`src/rtl/core/ketrq_pkg.sv`:
```
`timescale 1ns / 1ps
`default_nettype none

package ketrq_pkg;

	// Action codes carried by the input item
	localparam logic [2:0] ACT_TICK    = 3'd0;
	localparam logic [2:0] ACT_HOLD    = 3'd1;
	localparam logic [2:0] ACT_REPEAT  = 3'd2;
	localparam logic [2:0] ACT_PRESS   = 3'd3;
	localparam logic [2:0] ACT_RELEASE = 3'd4;
	localparam logic [2:0] ACT_TOGGLE  = 3'd5;

	localparam int TimeWidth = 32;

	// One per-key record as held in the key memory
	typedef struct packed {
		logic                 down_mark;
		logic                 up_mark;
		logic                 toggle_mark;
		logic [TimeWidth-1:0] last_fire_time;
	} entry_t;

	localparam int EntryWidth = $bits(entry_t);

	// Query decoded for the update logic
	typedef struct packed {
		logic [2:0]           action;
		logic                 key_ok;
		logic                 down;
		logic [TimeWidth-1:0] delay_ms;
	} upd_cmd_t;

	// Update result
	typedef struct packed {
		logic   we;
		logic   fired;
		entry_t entry;
	} upd_res_t;

endpackage

`default_nettype wire

```
`src/rtl/core/ketrq_update.sv`:
```
`timescale 1ns / 1ps
`default_nettype none

module ketrq_update (
	input  wire ketrq_pkg::upd_cmd_t             cmd,
	input  wire ketrq_pkg::entry_t               cur,
	input  wire logic [ketrq_pkg::TimeWidth-1:0] sampled_time,
	output ketrq_pkg::upd_res_t                  res
);

	logic [ketrq_pkg::TimeWidth-1:0] elapsed;
	logic                            press_fire;

	assign elapsed = sampled_time - cur.last_fire_time;

	// Rising-edge detect shared by press-once and toggle
	assign press_fire = cmd.down && !cur.down_mark;

	// Modify the key record for this query
	always_comb begin
		res.we    = 1'b0;
		res.fired = 1'b0;
		res.entry = cur;
		if (cmd.key_ok) begin
			unique case (cmd.action)
				ketrq_pkg::ACT_HOLD: begin
					res.fired = cmd.down;
				end
				ketrq_pkg::ACT_REPEAT: begin
					if (cmd.down && (elapsed > cmd.delay_ms)) begin
						res.entry.last_fire_time = sampled_time;
						res.we                   = 1'b1;
						res.fired                = 1'b1;
					end
				end
				ketrq_pkg::ACT_PRESS: begin
					res.entry.down_mark = cmd.down;
					res.we              = 1'b1;
					res.fired           = press_fire;
				end
				ketrq_pkg::ACT_RELEASE: begin
					if (cmd.down) begin
						res.entry.up_mark = 1'b1;
						res.we            = 1'b1;
					end else if (cur.up_mark) begin
						res.entry.up_mark = 1'b0;
						res.we            = 1'b1;
						res.fired         = 1'b1;
					end
				end
				ketrq_pkg::ACT_TOGGLE: begin
					res.entry.down_mark   = cmd.down;
					res.entry.toggle_mark = cur.toggle_mark ^ press_fire;
					res.we                = 1'b1;
					res.fired             = cur.toggle_mark ^ press_fire;
				end
				default: begin
					res.we = 1'b0;
				end
			endcase
		end
	end

endmodule

`default_nettype wire

```
`config.mk`:
```
export PLATFORM = sky130hd
export DESIGN_NAME = ketrq_update
export DESIGN_NICKNAME = d
export VERILOG_FILES = /design/src/rtl/core/ketrq_pkg.sv /design/src/rtl/core/ketrq_update.sv
export SDC_FILE = /design/constraint.sdc
export NUM_CORES = 1
export LEC_CHECK = 0
export ABC_CLOCK_PERIOD_IN_PS = 4800
export BUFFER_PORTS_ARGS = -buffer_cell sky130_fd_sc_hd__buf_2
export CORE_ASPECT_RATIO = 2
export CORE_MARGIN = 3
export CORE_UTILIZATION = 40
export DETAILED_ROUTE_END_ITERATION = 8
export PLACE_DENSITY = 0.73
export SYNTH_ARGS = -nofsm -noshare
export SYNTH_HDL_FRONTEND = slang
export SYNTH_SLANG_ARGS = --single-unit
```
`constraint.sdc`:
```
create_clock -name vclk -period 4.8
set_clock_uncertainty 0.05 [all_clocks]
set_input_delay 0.24 -clock vclk [all_inputs]
set_output_delay 0.24 -clock vclk [all_outputs]
set_load 0.01 [all_outputs]
```
==> flow_summary.yaml <==
die:
  rows: 44
  core_um2: 7380
  io_pins: 141
  fp.dieH_um: 130
  die_area_um2: 8870
  start_util_pct: 41.8
  chipWidth_um: 68.1
grt:
  grt_pass1_vias: 3625
  antenna_found_initial: 0
  grtUsageTotal_pct: 20.8
  grt_max_degree: 20
  grt_pass1_wl_um: 14900
  grt.overflow.total: 0
power:
  total_leakage_power_nw: 2.48
  cellInternalPower_mw: 0.297
  power_frac_comb_pct: 100.0
  p_per_area_nw_per_um2: 129
  netSwitchingFraction_pct: 50.8
  pwr-share-seq_pct: 0
  p_clk_share_pct: 0
  p_total_mw: 0.603
  ir_drop_uv: 64.1
  net-switching-power_mw: 0.306
placement:
  io_buffers: 141
  placed_cells: 684
  gp_congestion: 0.860
  placed_cell_area_um2: 4110
  post-place-ws_ps: -467
  dp_hpwl_um: 8720
run_status:
  run_status: "complete, but fails checks"
  violations: "setup timing"
sta:
  tightest_slew_ps: 430
  finalHoldViolCount: 0
  fin_crit_sh_pct: 101
  setup_viol: 25
  finalMaxSlewViolations: 0
  layout_setup_ws_ps: -39.1
  slew_headroom_pct: 71.0
  fmax_ghz: 0.207
  rsz0062_at_grt: "yes"
  finalCriticalPeriod_ps: 4840
yosys:
  synth_cell_types: 59
  synthCells: 430
  netlist.area_leader.share_pct: 25.5
  synth_nets: 598
  yosysWarnings: 0
  synth.area.top_cells: "ha_1, mux2_2, inv_1"
  synth_top_area_cell: "ha_1"
  synth-seq-area-share_pct: 0
  synth_area_um2: 3090
  syn_avg_cell_area_um2: 7.18
layout:
  final_cells: 693
  fillers: 680
  areaGrowthSynthToFinish_pct: 51.2
  regArea_um2: 0
  antennaDiodeCount: 0
  drive_above_1_share_pct: 40.3
  num-clock-buffers: 0
  final_area_um2: 4660
  nFlopsAndLatches: 0
  nets: 771
  multiInputGateArea_um2: 2990
worst_setup_path:
  worst_setup_path_start_kind: "input port"
  cp.required_ps: 4510
  cp_max_fo: 5
  crit_type: "input port to primary output"
  worstSetupEndpointType: "primary output"
  cp_data_arrival_time_ps: 4550
hold_path:
  holdCritPathClass: "input port to primary output"
cts:
  holdBufCountCts: 0
route:
  wl_um: 10800
  ant_nets: 0
  viasPerCell: 5.41
  drc_errors: 0
  drtIter0Drc: 111
  via_count: 3750
  firstDrtPassIters: 4
  wl_per_cell_um: 15.6
run:
  max-cap-violations: 0
[per-layer routing]
layer	vias up	routed length, um	track usage (%)
li1	1888	-	-
met1	1709	3460	18.5
met2	123	6410	44.7
met3	30	451	0.603
met4	0	462	7.97
met5	-	0	0
[placed cells by master, fill, tap and decap left out, types with 3 or more instances in the layout]
cell type	Yosys	routed
xor2_1	13	13
xnor2_1	20	20
a21o_1	10	10
a211oi_1	6	5
a31oi_1	5	4
o21a_1	4	4
inv_1	72	70
o21ai_0	21	20
nor2_1	19	19
nand3_1	11	11
buf_4	3	31
mux2_2	32	8
mux2_4	0	26
a21oi_1	37	35
o21bai_1	4	3
ha_1	63	62
nor2b_1	4	4
nand4_1	5	5
nor3_1	5	4
o31ai_1	3	3
o211ai_1	6	6
buf_2	0	111
and3_1	3	3
nand2_1	27	27
nand2b_1	3	3
buf_6	0	37
[final timing paths]
kind / from / endpoint / depth (start not counted)
worst min-delay path: cur[32] / res[32] / 3
worst max-delay path: sampled_time[0] / res[13] / 25
[per-stage QoR]
step                utilization, %  setup TNS, ps  hold slack, ps
floorplan                        -              0             510
global placement              55.7         -10380             726
detailed placement            55.7         -14540             730
CTS                           56.3           -738             731
global route                  63.2          -7290             744
finish                        63.2           -508             729
[worst max-delay path: stages]
cell,delay [ps]
buf_6,100
inv_4,50
ha_4,130
inv_2,30
fa_2,350
a211oi_2,220
o211ai_1,200
a311oi_2,320
buf_4,160
buf_4,120
o21bai_4,60
a21oi_4,200
buf_6,120
o41ai_2,50
xor2_1,190
ha_1,320
nand4_1,140
nor4_4,310
and3_1,220
nor4_2,50
and3b_2,240
buf_6,140
clkbuf_16,160
mux2_4,310
buf_6,120
[cell usage after synthesis (3+ instances only)]
cell,count
nor4_1,3
o21bai_1,4
o211ai_1,6
inv_1,72
mux2_2,32
a21oi_1,37
nor2b_1,4
xnor2_1,20
buf_4,3
nand2b_1,3
and3_1,3
a211oi_1,6
nor2_1,19
xor2_1,13
ha_1,63
clkbuf_1,8
nand2_1,27
nand3_1,11
nand4_1,5
a31oi_1,5
o21ai_0,21
o21a_1,4
a21o_1,10
o31ai_1,3
nor3_1,5
[power by group through the flow]
stage	Sequential (mW)	Combinational, mW	Clock, mW
after global routing	0	0.670	0
after detailed placement	0	0.534	0
final	0	0.603	0
after global placement	0	0.524	0
after CTS	0	0.544	0
after floorplan	0	0.345	0
[area by class of cell]
class	instances	share of cell area, %
Inverter	72	5.85
Multi-Input combinational cell	346	64.0
Tap cell	92	2.47
Timing Repair Buffer	183	27.7
[cell families (layout without fill, tap and decap cells)]
logic type      count (synthesis)  after routing  share of synthesized area [%]
xor+xnor                       33             33                           9.37
buf+inv                        84            255                           10.6
fa+ha+maj                      64             64                           26.2
simple gates                   96             96                           15.9
mux                            34             34                           12.4
compound gates                119            119                           25.5
[timing repair]
action	4_1_cts	5_1_grt
gates cloned	0	3
gates resized for setup	8	82
buffers inserted	1	5
pin swaps	3	4
setup endpoints to repair	34	34
Power figures use the tool's default switching activity.
